**src/design/dfc_pkg.sv**
```systemverilog
// ----------------------------------------------------------------------------
// dfc_pkg
// shared types, constants and helpers of the depth false colour map
// ----------------------------------------------------------------------------
`default_nettype none

package dfc_pkg;

  // number of gamma table levels, a power of two
  localparam int unsigned DEPTH_LEVELS = 2048;
  localparam int unsigned HALF_LEVELS  = DEPTH_LEVELS / 2;
  localparam int unsigned IDX_W        = $clog2(DEPTH_LEVELS);
  localparam int unsigned Q_W          = IDX_W - 1;

  // field widths
  localparam int unsigned RAW_W   = 32;
  localparam int unsigned SMP_W   = 16;
  localparam int unsigned CH_W    = 8;
  localparam int unsigned MODE_W  = 2;
  localparam int unsigned GAMMA_W = 14;

  // disparity path: depth = floor((2 * 600000 + v) / (2 * v))
  localparam int unsigned DISP_SCALE = 1200000;
  localparam int unsigned DEN_W      = SMP_W + 1;
  localparam int unsigned REM_W      = DEN_W + Q_W;
  localparam int unsigned DIV_STEPS  = 2;
  localparam int unsigned DIV_STAGES = (Q_W + DIV_STEPS - 1) / DIV_STEPS;

  // metre path: depth = (2000 * m + 0.5) in Q16.16
  localparam int unsigned METRE_SCALE = 2000;
  localparam int unsigned METRE_FRAC  = 16;
  localparam int unsigned METRE_ROUND = 32768;
  localparam int unsigned MPROD_W     = RAW_W + 11;
  localparam int unsigned MD_W        = MPROD_W - METRE_FRAC;

  // cubic gamma: floor(9216 * i^3 / DEPTH_LEVELS^3)
  localparam int unsigned GAMMA_SCALE = 9216;
  localparam int unsigned SQ_W        = 2 * IDX_W;
  localparam int unsigned CUBE_W      = 3 * IDX_W;
  localparam int unsigned GPROD_W     = CUBE_W + 15;

  // pipeline stage positions
  localparam int unsigned ST_IN    = 0;
  localparam int unsigned ST_PREP  = 1;
  localparam int unsigned ST_DIV   = 2;
  localparam int unsigned ST_SQ    = ST_DIV + DIV_STAGES;
  localparam int unsigned ST_CUBE  = ST_SQ + 1;
  localparam int unsigned ST_GAMMA = ST_CUBE + 1;
  localparam int unsigned N_STG    = ST_GAMMA + 1;

  // colour ramp selected by the gamma bits above the low byte
  localparam logic [GAMMA_W-CH_W-1:0] RAMP_WHITE_RED  = 6'd0;
  localparam logic [GAMMA_W-CH_W-1:0] RAMP_RED_YEL    = 6'd1;
  localparam logic [GAMMA_W-CH_W-1:0] RAMP_YEL_GREEN  = 6'd2;
  localparam logic [GAMMA_W-CH_W-1:0] RAMP_GREEN_CYAN = 6'd3;
  localparam logic [GAMMA_W-CH_W-1:0] RAMP_CYAN_BLUE  = 6'd4;
  localparam logic [GAMMA_W-CH_W-1:0] RAMP_BLUE_BLACK = 6'd5;

  typedef enum logic [MODE_W-1:0] {
    MODE_DISP   = 2'd0,
    MODE_MM     = 2'd1,
    MODE_METRE  = 2'd2,
    MODE_UNUSED = 2'd3
  } mode_t;

  // divider / depth word carried through the division stages
  typedef struct packed {
    logic             black;
    logic             div;
    logic [REM_W-1:0] rem;
    logic [DEN_W-1:0] den;
    logic [Q_W-1:0]   q;
  } div_t;

  // beat handed to the colour stage
  typedef struct packed {
    logic               black;
    logic [GAMMA_W-1:0] gamma;
  } col_t;

  // one restoring division step for quotient bit b
  function automatic div_t div_step(div_t s, int unsigned b);
    div_t             r;
    logic [REM_W-1:0] trial;
    r     = s;
    trial = REM_W'(s.den) << b;
    if (s.div && s.rem >= trial) begin
      r.rem  = s.rem - trial;
      r.q[b] = 1'b1;
    end
    return r;
  endfunction

endpackage

`default_nettype wire

```
**src/design/dfc_if.sv**
```systemverilog
// ----------------------------------------------------------------------------
// dfc_if
// valid/ready channels of the depth false colour map
// ----------------------------------------------------------------------------
`default_nettype none

interface dfc_cfg_if import dfc_pkg::*; ();
  logic              valid;
  logic              ready;
  logic [MODE_W-1:0] source_mode;
  modport source(output valid, source_mode, input ready);
  modport sink(input valid, source_mode, output ready);
endinterface

interface dfc_pix_if import dfc_pkg::*; ();
  logic             valid;
  logic             ready;
  logic [RAW_W-1:0] raw_value;
  modport source(output valid, raw_value, input ready);
  modport sink(input valid, raw_value, output ready);
endinterface

interface dfc_rgb_if import dfc_pkg::*; ();
  logic            valid;
  logic            ready;
  logic [CH_W-1:0] red;
  logic [CH_W-1:0] green;
  logic [CH_W-1:0] blue;
  modport source(output valid, red, green, blue, input ready);
  modport sink(input valid, red, green, blue, output ready);
endinterface

`default_nettype wire

```
**src/design/dfc_color.sv**
```systemverilog
// ----------------------------------------------------------------------------
// dfc_color
// colour ramp lookup and output register
// ----------------------------------------------------------------------------
`default_nettype none

module dfc_color import dfc_pkg::*; (
  input  logic       clk,
  input  logic       rst,
  input  logic       in_valid,
  output logic       in_ready,
  input  col_t       in_col,
  dfc_rgb_if.source  rgb
);

  logic [GAMMA_W-CH_W-1:0] hb;
  logic [CH_W-1:0]         lb;
  logic [CH_W-1:0]         red_next;
  logic [CH_W-1:0]         green_next;
  logic [CH_W-1:0]         blue_next;

  assign in_ready = !rgb.valid || rgb.ready;
  assign hb       = in_col.gamma[GAMMA_W-1:CH_W];
  assign lb       = in_col.gamma[CH_W-1:0];

  always_comb begin
    red_next   = '0;
    green_next = '0;
    blue_next  = '0;
    if (!in_col.black) begin
      case (hb)
        RAMP_WHITE_RED: begin
          red_next   = '1;
          green_next = ~lb;
          blue_next  = ~lb;
        end
        RAMP_RED_YEL: begin
          red_next   = '1;
          green_next = lb;
        end
        RAMP_YEL_GREEN: begin
          red_next   = ~lb;
          green_next = '1;
        end
        RAMP_GREEN_CYAN: begin
          green_next = '1;
          blue_next  = lb;
        end
        RAMP_CYAN_BLUE: begin
          green_next = ~lb;
          blue_next  = '1;
        end
        RAMP_BLUE_BLACK: begin
          blue_next  = ~lb;
        end
        default: begin
          red_next   = '0;
        end
      endcase
    end
  end

  always_ff @(posedge clk) begin
    if (rst) begin
      rgb.valid <= 1'b0;
    end else if (in_ready) begin
      rgb.valid <= in_valid;
    end
  end

  always_ff @(posedge clk) begin
    if (in_ready && in_valid) begin
      rgb.red   <= red_next;
      rgb.green <= green_next;
      rgb.blue  <= blue_next;
    end
  end

endmodule

`default_nettype wire

```
**src/design/depth_false_color_map.sv**
```systemverilog
// ----------------------------------------------------------------------------
// depth_false_color_map
// depth / disparity pixel stream to rgb false colour
// ----------------------------------------------------------------------------
// takes one pixel beat per clock while nothing stalls and returns one rgb
// beat per pixel, in order, through ten pipeline stages and the output
// register. the disparity divide is the longest part and retires two
// quotient bits per stage over five stages; the cubic gamma
// curve is evaluated with two registered multiplies instead of a stored
// table, so there is no memory and no clearing pass after reset. every stage
// has its own valid bit and holds when the next one is full, so bubbles close
// up and a stall at the output loses nothing. source_mode is written through
// the cfg channel (always ready) and must only change while the pipe is empty
// ----------------------------------------------------------------------------
`default_nettype none

module depth_false_color_map import dfc_pkg::*; (
  input  logic      clk,
  input  logic      rst,
  dfc_cfg_if.sink   cfg,
  dfc_pix_if.sink   pix,
  dfc_rgb_if.source rgb
);

  // configuration register
  mode_t mode;

  assign cfg.ready = 1'b1;

  always_ff @(posedge clk) begin
    if (rst) begin
      mode <= MODE_DISP;
    end else if (cfg.valid) begin
      mode <= mode_t'(cfg.source_mode);
    end
  end

  // stage handshake: a stage takes a beat when it is empty or its
  // occupant moves on in the same clock
  logic [N_STG-1:0] vld;
  logic [N_STG:0]   rdy;
  logic [N_STG-1:0] up;
  logic [N_STG-1:0] load;
  logic             col_ready;

  assign rdy[N_STG] = col_ready;

  for (genvar k = 0; k < N_STG; k++) begin : g_rdy
    assign rdy[k] = !vld[k] || rdy[k+1];
  end

  assign up        = {vld[N_STG-2:0], pix.valid};
  assign load      = up & rdy[N_STG-1:0];
  assign pix.ready = rdy[ST_IN];

  always_ff @(posedge clk) begin
    if (rst) begin
      vld <= '0;
    end else begin
      vld <= (vld & ~rdy[N_STG-1:0]) | (up & rdy[N_STG-1:0]);
    end
  end

  // stage in: metre scaling multiply, sample captured with its mode
  logic [MPROD_W-1:0] mprod_full;
  mode_t              in_mode;
  logic [SMP_W-1:0]   in_smp;
  logic [MD_W-1:0]    in_md;

  assign mprod_full = MPROD_W'(pix.raw_value) * MPROD_W'(METRE_SCALE)
                    + MPROD_W'(METRE_ROUND);

  always_ff @(posedge clk) begin
    if (load[ST_IN]) begin
      in_mode <= mode;
      in_smp  <= pix.raw_value[SMP_W-1:0];
      in_md   <= mprod_full[MPROD_W-1:METRE_FRAC];
    end
  end

  // stage prep: per-mode depth, range check, divider set-up
  div_t prep_next;
  div_t prep;

  always_comb begin
    prep_next = '0;
    case (in_mode)
      MODE_DISP: begin
        // zero disparity stays at depth zero
        if (in_smp != '0) begin
          prep_next.rem   = REM_W'(DISP_SCALE) + REM_W'(in_smp);
          prep_next.den   = {in_smp, 1'b0};
          // quotient past the table half is black
          prep_next.black = prep_next.rem >= (REM_W'(prep_next.den) << Q_W);
          prep_next.div   = !prep_next.black;
        end
      end
      MODE_MM: begin
        // negative millimetres are black
        prep_next.black = in_smp[SMP_W-1] ||
                          ({1'b0, in_smp} >= (SMP_W+1)'(HALF_LEVELS));
        prep_next.q     = in_smp[Q_W-1:0];
      end
      MODE_METRE: begin
        prep_next.black = in_md >= MD_W'(HALF_LEVELS);
        prep_next.q     = in_md[Q_W-1:0];
      end
      default: begin
        // unused mode reads as depth zero
        prep_next = '0;
      end
    endcase
  end

  always_ff @(posedge clk) begin
    if (load[ST_PREP]) begin
      prep <= prep_next;
    end
  end

  // divider stages: restoring division, two quotient bits per stage,
  // other modes pass straight through
  div_t dv_in [DIV_STAGES];
  div_t dv    [DIV_STAGES];

  assign dv_in[0] = prep;

  for (genvar k = 0; k < DIV_STAGES; k++) begin : g_div
    div_t step_next;

    if (k > 0) begin : g_link
      assign dv_in[k] = dv[k-1];
    end

    always_comb begin
      step_next = dv_in[k];
      for (int j = 0; j < DIV_STEPS; j++) begin
        if (k * DIV_STEPS + j < Q_W) begin
          step_next = div_step(step_next, Q_W - 1 - (k * DIV_STEPS + j));
        end
      end
    end

    always_ff @(posedge clk) begin
      if (load[ST_DIV+k]) begin
        dv[k] <= step_next;
      end
    end
  end

  // gamma stages: table index is twice the depth, curve is 9216 * i^3 / N^3
  logic [IDX_W-1:0]   sq_idx;
  logic [SQ_W-1:0]    sq_val;
  logic               sq_black;
  logic [IDX_W-1:0]   idx_next;
  logic [CUBE_W-1:0]  cube_val;
  logic               cube_black;
  logic [GPROD_W-1:0] gprod;
  col_t               gam;

  assign idx_next = {dv[DIV_STAGES-1].q, 1'b0};

  always_ff @(posedge clk) begin
    if (load[ST_SQ]) begin
      sq_idx   <= idx_next;
      sq_val   <= SQ_W'(idx_next) * SQ_W'(idx_next);
      sq_black <= dv[DIV_STAGES-1].black;
    end
  end

  always_ff @(posedge clk) begin
    if (load[ST_CUBE]) begin
      cube_val   <= CUBE_W'(sq_val) * CUBE_W'(sq_idx);
      cube_black <= sq_black;
    end
  end

  // constant scale, a shift-and-add
  assign gprod = GPROD_W'(cube_val) * GPROD_W'(GAMMA_SCALE);

  always_ff @(posedge clk) begin
    if (load[ST_GAMMA]) begin
      gam.black <= cube_black;
      gam.gamma <= gprod[CUBE_W +: GAMMA_W];
    end
  end

  // ramp select and output register
  dfc_color u_color (
    .clk      (clk),
    .rst      (rst),
    .in_valid (vld[ST_GAMMA]),
    .in_ready (col_ready),
    .in_col   (gam),
    .rgb      (rgb)
  );

endmodule

`default_nettype wire
```
**src/flat_wrapper.sv**
```systemverilog
// flat-port wrapper written by rule: the top's interface ports become plain ports
module depth_false_color_map_flat import dfc_pkg::*;
  (clk, rst, cfg_valid, cfg_source_mode, cfg_ready, pix_valid, pix_raw_value, pix_ready, rgb_valid, rgb_red, rgb_green, rgb_blue, rgb_ready);
  dfc_cfg_if cfg_i ();
  dfc_pix_if pix_i ();
  dfc_rgb_if rgb_i ();
  input  logic clk;
  input  logic rst;
  input wire logic [$bits(cfg_i.valid)-1:0] cfg_valid;
  input wire logic [$bits(cfg_i.source_mode)-1:0] cfg_source_mode;
  output wire logic [$bits(cfg_i.ready)-1:0] cfg_ready;
  input wire logic [$bits(pix_i.valid)-1:0] pix_valid;
  input wire logic [$bits(pix_i.raw_value)-1:0] pix_raw_value;
  output wire logic [$bits(pix_i.ready)-1:0] pix_ready;
  output wire logic [$bits(rgb_i.valid)-1:0] rgb_valid;
  output wire logic [$bits(rgb_i.red)-1:0] rgb_red;
  output wire logic [$bits(rgb_i.green)-1:0] rgb_green;
  output wire logic [$bits(rgb_i.blue)-1:0] rgb_blue;
  input wire logic [$bits(rgb_i.ready)-1:0] rgb_ready;
  assign cfg_i.valid = cfg_valid;
  assign cfg_i.source_mode = cfg_source_mode;
  assign cfg_ready = cfg_i.ready;
  assign pix_i.valid = pix_valid;
  assign pix_i.raw_value = pix_raw_value;
  assign pix_ready = pix_i.ready;
  assign rgb_valid = rgb_i.valid;
  assign rgb_red = rgb_i.red;
  assign rgb_green = rgb_i.green;
  assign rgb_blue = rgb_i.blue;
  assign rgb_i.ready = rgb_ready;
  depth_false_color_map u_core (.clk(clk), .rst(rst), .cfg(cfg_i), .pix(pix_i), .rgb(rgb_i));
endmodule
```
**config.mk**
```make
export PLATFORM = sky130hd
export DESIGN_NAME = depth_false_color_map_flat
export DESIGN_NICKNAME = d
export VERILOG_FILES = /design/src/design/dfc_pkg.sv /design/src/design/dfc_if.sv /design/src/design/dfc_color.sv /design/src/design/depth_false_color_map.sv /design/src/flat_wrapper.sv
export SDC_FILE = /design/constraint.sdc
export NUM_CORES = 2
export LEC_CHECK = 0
export BUFFER_PORTS_ARGS = -buffer_cell sky130_fd_sc_hd__buf_2
export CAP_MARGIN = 20
export CORE_ASPECT_RATIO = 2
export CORE_MARGIN = 5
export CORE_UTILIZATION = 55
export CTS_CLUSTER_DIAMETER = 80
export DETAILED_ROUTE_END_ITERATION = 10
export PLACE_DENSITY = 0.71
export SYNTH_ARGS = -nofsm -noshare
export SYNTH_HDL_FRONTEND = slang
export SYNTH_HIERARCHICAL = 1
export SYNTH_SLANG_ARGS = --single-unit
```
**constraint.sdc**
```tcl
create_clock -name clk -period 15.7 [get_ports clk]
set_input_delay 2.355 -clock clk [delete_from_list [all_inputs] [get_ports clk]]
set_output_delay 2.355 -clock clk [all_outputs]
set_load 0.05 [all_outputs]
```
Yosys cells after proc, flatten, opt, wreduce, memory -nomap -nowiden. Memory sizes are Yosys's and may differ from the RTL's. Cells that the tools add are included.

Bits in registers: 215. Memory bits (writable): 280. Bits of input ports: 39. Word-level logic and storage cells: 143. Memories: 1.

$add $sub $neg: 12. Multiply operators: 4. Order comparisons: 13. Eq/ne operators: 7. Muxes and demuxes: 36. Bitwise gates (word level): 5. Reductions and logical operators: 43.

Memories: u_core.dv (words 5, bits a word 56, read ports 5, clocked after Yosys merged registers in 0, write ports 5, line depth_false_color_map.sv:124) `div_t dv [DIV_STAGES];`.

Operators by type and width (number): $mux 27 (10); $pmux 8 s3 (2); $mux 46 (1); $add 43x16->43 const B (1); $mul 32x7->39 const B (1); $mul 30x4->34 const B (1); $mul 20x10->30 (1); $ge 27x11->1 const B (1); $ge 27x17->1 (1); $ge 27x18->1 (1); $ge 27x19->1 (1); $ge 27x20->1 (1); $ge 27x21->1 (1); $ge 27x22->1 (1); $ge 27x23->1 (1); $ge 27x24->1 (1); $ge 27x25->1 (1); $ge 27x26->1 (1); $ge 27x27->1 (1); $sub 27x17->27 (1); $sub 27x18->27 (1); $sub 27x19->27 (1); $sub 27x20->27 (1); $sub 27x21->27 (1); other kinds (29) (86).

Depth between registers and ports, before layout.
Depth after elaboration: 15. Depth in mapped cells: 25. Gate-level depth less buffers: 23.

Modules after synthesis. Netlist, hierarchy kept.

Modules (own cells, without submodules): depth_false_color_map (times used 1, cells an instance 3691, area each 37347.1 sq um, sequential area each 11290.8 sq um); dfc_color (times used 1, cells an instance 125, area each 1315.0 sq um, sequential area each 740.7 sq um).

Worst setup path before layout. Ideal clock, no wire load.

Path kind: input to register. Start: input pix_raw_value[5]. End: register u_core.in_md[21] (data pin). Setup time: 0.271 ns. Arrival time: 7.382 ns. Data required time: 15.429 ns. Path slack: 8.047 ns. Stages: 17. Cell sequence: inv_1 > fa_1 > fa_1 > fa_1 > inv_1 > fa_1 > ha_1 > and3_1 > and3b_1 > a211o_1 > a21oi_1 > mux2_2 > nor4bb_1 > nand3_2 > or3_1 > o311ai_1 > xor2_1.

Word-level cells in the longest chain between the ends: 2.

RTL lines: start, declared (line flat_wrapper.sv:13) `input wire logic [$bits(pix_i.raw_value)-1:0] pix_raw_value;`; $mul 32x7->39 (line depth_false_color_map.sv:70) `assign mprod_full = MPROD_W'(pix.raw_value) * MPROD_W'(METRE_SCALE)`; $add 43x16->43 (line depth_false_color_map.sv:71) `+ MPROD_W'(METRE_ROUND);`; named net u_core.mprod_full[37] (line depth_false_color_map.sv:65) `logic [MPROD_W-1:0] mprod_full;`; end signal, assigned (line depth_false_color_map.sv:77) `in_md <= mprod_full[MPROD_W-1:METRE_FRAC];`; end, declared (line depth_false_color_map.sv:68) `logic [MD_W-1:0] in_md;`.

The timed path passes the listed nets, and every way through them passes these cells. A chain may end at the register's enable or synchronous reset.

Worst setup path in the final report.
Start: input pix_raw_value[6]. End: register u_core.in_md[23] (data pin).

Same word-level chain as after synthesis.

==> flow_summary.yaml <==
clock_tree:
  cts.sinks: 405
  insertion_delay_ps: 580
  root_buffer: "clkbuf_16"
  cts_repair_resize_count: 0
  clk_pin_slew_ps: 60
  htreeDepth: 2
  clockBufferDepth: 3
  cts_buffers: 40
  hold_buffers: 0
  post_cts.repair.setup_buffers: 0
  cts_tree: "done"
critical_path:
  crit_path_end_kind: "flip-flop"
  reg2reg_from: "u_core/sq_idx[3]"
  cp-start-kind: "primary input"
  worstPathRequired_ps: 16030
  path_max_fanout: 8
  worstSetupPathType: "primary input to flip-flop"
  timing.critical_path.from: "pix_raw_value[6]"
  cp.arrival_ps: 8680
logic_synthesis:
  synth_top_cell_area_share_pct: 30.4
  netlist_top_cells_count: "inv_1 (480), ha_1 (415), edfxtp_1 (392), fa_1 (308), nand2_1 (304)"
  synth_cell_types: 102
  seq_area_frac_synth_pct: 31.1
  yosysWarnings: 6
  yosys.area.top_type: "edfxtp_1"
  synthArstFlopShare_pct: 0
  synth-edff-count: 392
  yosys-top-cells-area: "edfxtp_1 (30%), fa_1 (16%), ha_1 (13%), inv_1 (4.7%), xnor2_1 (3.7%)"
  synth_area_um2: 38700
  synth-main-ff-cell: "edfxtp_1"
  ys_ff_latch: 405
  syn_area_per_cell_um2: 10.1
  synth_most_common_cell: "inv_1"
  synthCells: 3816
placement:
  hpwl_mm: 71.9
  dpl.cell_count: 4709
  place_congestion: 0.900
  port_buffers: 64
  pre_cts_slack_ps: 6780
die:
  die_x_um: 197
  core_um2: 69800
  io_pins: 66
  die_y_um: 385
  initial_utilization_pct: 55.4
  rows: 137
  die-area_um2: 76000
grt:
  track_usage_pct: 23.4
  top_usage_layer: "met2"
  grt_pass1_vias: 29700
  antenna_found_initial: 0
  use_met3_pct: 1.88
  use_met1_pct: 20.3
  met2_usage_pct: 49.3
  globalRouteOverflowTotal: 0
  grt_start_max_net_pins: 53
  grt_pass1_wl_mm: 144
layout:
  final_nets: 4614
  syn_to_final_growth_pct: 7.18
  drive_gt1_share_pct: 7.21
  diodes: 0
  post-route-util_pct: 59.4
  multi_input_area_um2: 24500
  final_cells: 4786
  regArea_um2: 12000
  fillCellCount: 5783
hold_path:
  min_from: "u_core/dv[0][57]"
  hold_path.class: "flip-flop to flip-flop"
pwr:
  p_per_area_nw_per_um2: 103
  total_power_mw: 4.28
  ir_worst_vdd_mv: 0.135
  total_leakage_power_nw: 18.0
timing:
  layout_setup_ws_ps: 7350
  slew_violations: 0
  fin_setup_tns_ps: 0
  rsz0062_at_grt: "false"
  max_freq_mhz: 120
  skew_ps: 17.0
  slew_headroom_pct: 19.7
  hold_violations: 0
  setup_viol: 0
  period_minus_slack_ps: 8350
  timing.final.crit_share_pct: 53.2
  tightest_slew_ps: 1190
route:
  firstDrtPassIters: 8
  ant_nets: 0
  avgRoutedWirePerCell_um: 18.3
  detail_route.iter0.violations: 879
  wirelength_mm: 87.4
  via_per_inst: 5.75
  drc: 0
  vias: 27500
outcome:
  outcome: "completed"
job:
  maxCapViolations: 0
power by group:
part	total (mW)	internal, mW	switching (mW)
Clock	1.01	0.578	0.433
Sequential	1.35	1.31	0.0388
Combinational	1.92	0.781	1.14
Total	4.28	2.67	1.61
flip-flops by register name, indices dropped and copies added, names as in the netlist:
name                      flops
u_core/sq_idx                 9
u_core/in_md                 27
u_core/u_color/rgb.red        8
u_core/sq_val                19
u_core/cube_val              30
u_core/dv                   209
u_core/u_color/rgb.blue       8
u_core/in_mode                2
u_core/sq_black               1
u_core/u_color/rgb.valid      1
u_core/in_smp                16
u_core/gam                   15
u_core/vld                   10
u_core/dv_in                 39
u_core/u_color/rgb.green      8
u_core/mode                   2
u_core/cube_black             1
cells by family (layout without fill, tap and decap cells):
kind of cell | count (synthesis) | after routing | share of synthesized area, %
buf+inv | 580 | 644 | 5.72
compound gates | 707 | 707 | 12.2
other cells | 2 | 5 | 0.0194
fa+ha+maj | 723 | 723 | 29.4
xor+xnor | 242 | 242 | 5.48
simple gates | 1087 | 1087 | 14.1
mux | 70 | 70 | 2.01
flops | 405 | 405 | 31.1
per-layer routing:
metal	vias to the layer above	wire length, µm
met4	0	6150
met3	282	2050
met2	557	52000
met1	13400	27100
li1	13300	-
met5	-	0
path summary, 6_finish.rpt:
path                                       endpoint  slack [ps]  cells past startpoint
worst max-delay path               u_core/in_md[23]        7350                     19
worst min-delay path              u_core/dv[0][113]         420                      0
worst max register to register  u_core/cube_val[31]        8830                     21
worst min register to register    u_core/dv[0][113]         420                      0
cell type report:
| cell class | instances | share of cell area (%) |
|---|---|---|
| Multi-Input combinational cell | 2834 | 59.2 |
| Sequential cell | 405 | 29.0 |
| Inverter | 481 | 4.36 |
| Tap cell | 903 | 2.73 |
| Clock buffer | 42 | 2.43 |
| Timing Repair Buffer | 90 | 1.33 |
| Clock inverter | 31 | 0.945 |
cell usage in the layout (no fill, tap or decap), types with 18 or more instances in the layout:
| master | count |
|---|---|
| a211oi_1 | 25 |
| a21o_1 | 91 |
| a21oi_1 | 200 |
| a31oi_1 | 28 |
| and2_1 | 148 |
| and3_1 | 18 |
| buf_2 | 65 |
| buf_4 | 22 |
| clkbuf_16 | 40 |
| edfxtp_1 | 392 |
| fa_1 | 308 |
| ha_1 | 415 |
| inv_1 | 480 |
| mux2_2 | 53 |
| nand2_1 | 304 |
| nand2b_1 | 32 |
| nand3_1 | 67 |
| nand4_1 | 39 |
| nor2_1 | 219 |
| nor2b_1 | 57 |
| nor3_1 | 68 |
| nor4_1 | 21 |
| o21a_1 | 46 |
| o21ai_0 | 118 |
| o21bai_1 | 18 |
| or3_1 | 35 |
| xnor2_1 | 163 |
| xor2_1 | 79 |
worst max-delay path, cell delays in order:
cell,delay (ps)
buf_2,170
inv_1,140
fa_1,600
fa_1,460
fa_1,500
fa_1,510
inv_1,40
ha_1,370
and3_1,240
and3b_1,210
a211oi_1,660
xnor2_1,300
and4b_1,300
nor4bb_1,650
nand3_2,300
nor4_2,400
and3_1,230
o22ai_1,90
xor2_1,150
metrics by stage:
stage,hold WS [ps],instance area [µm²]
floorplan,400,38700
global placement,401,40000
detailed placement,405,40000
CTS,419,41400
global route,424,41400
finish,419,41400
Power figures use the tool's default switching activity.
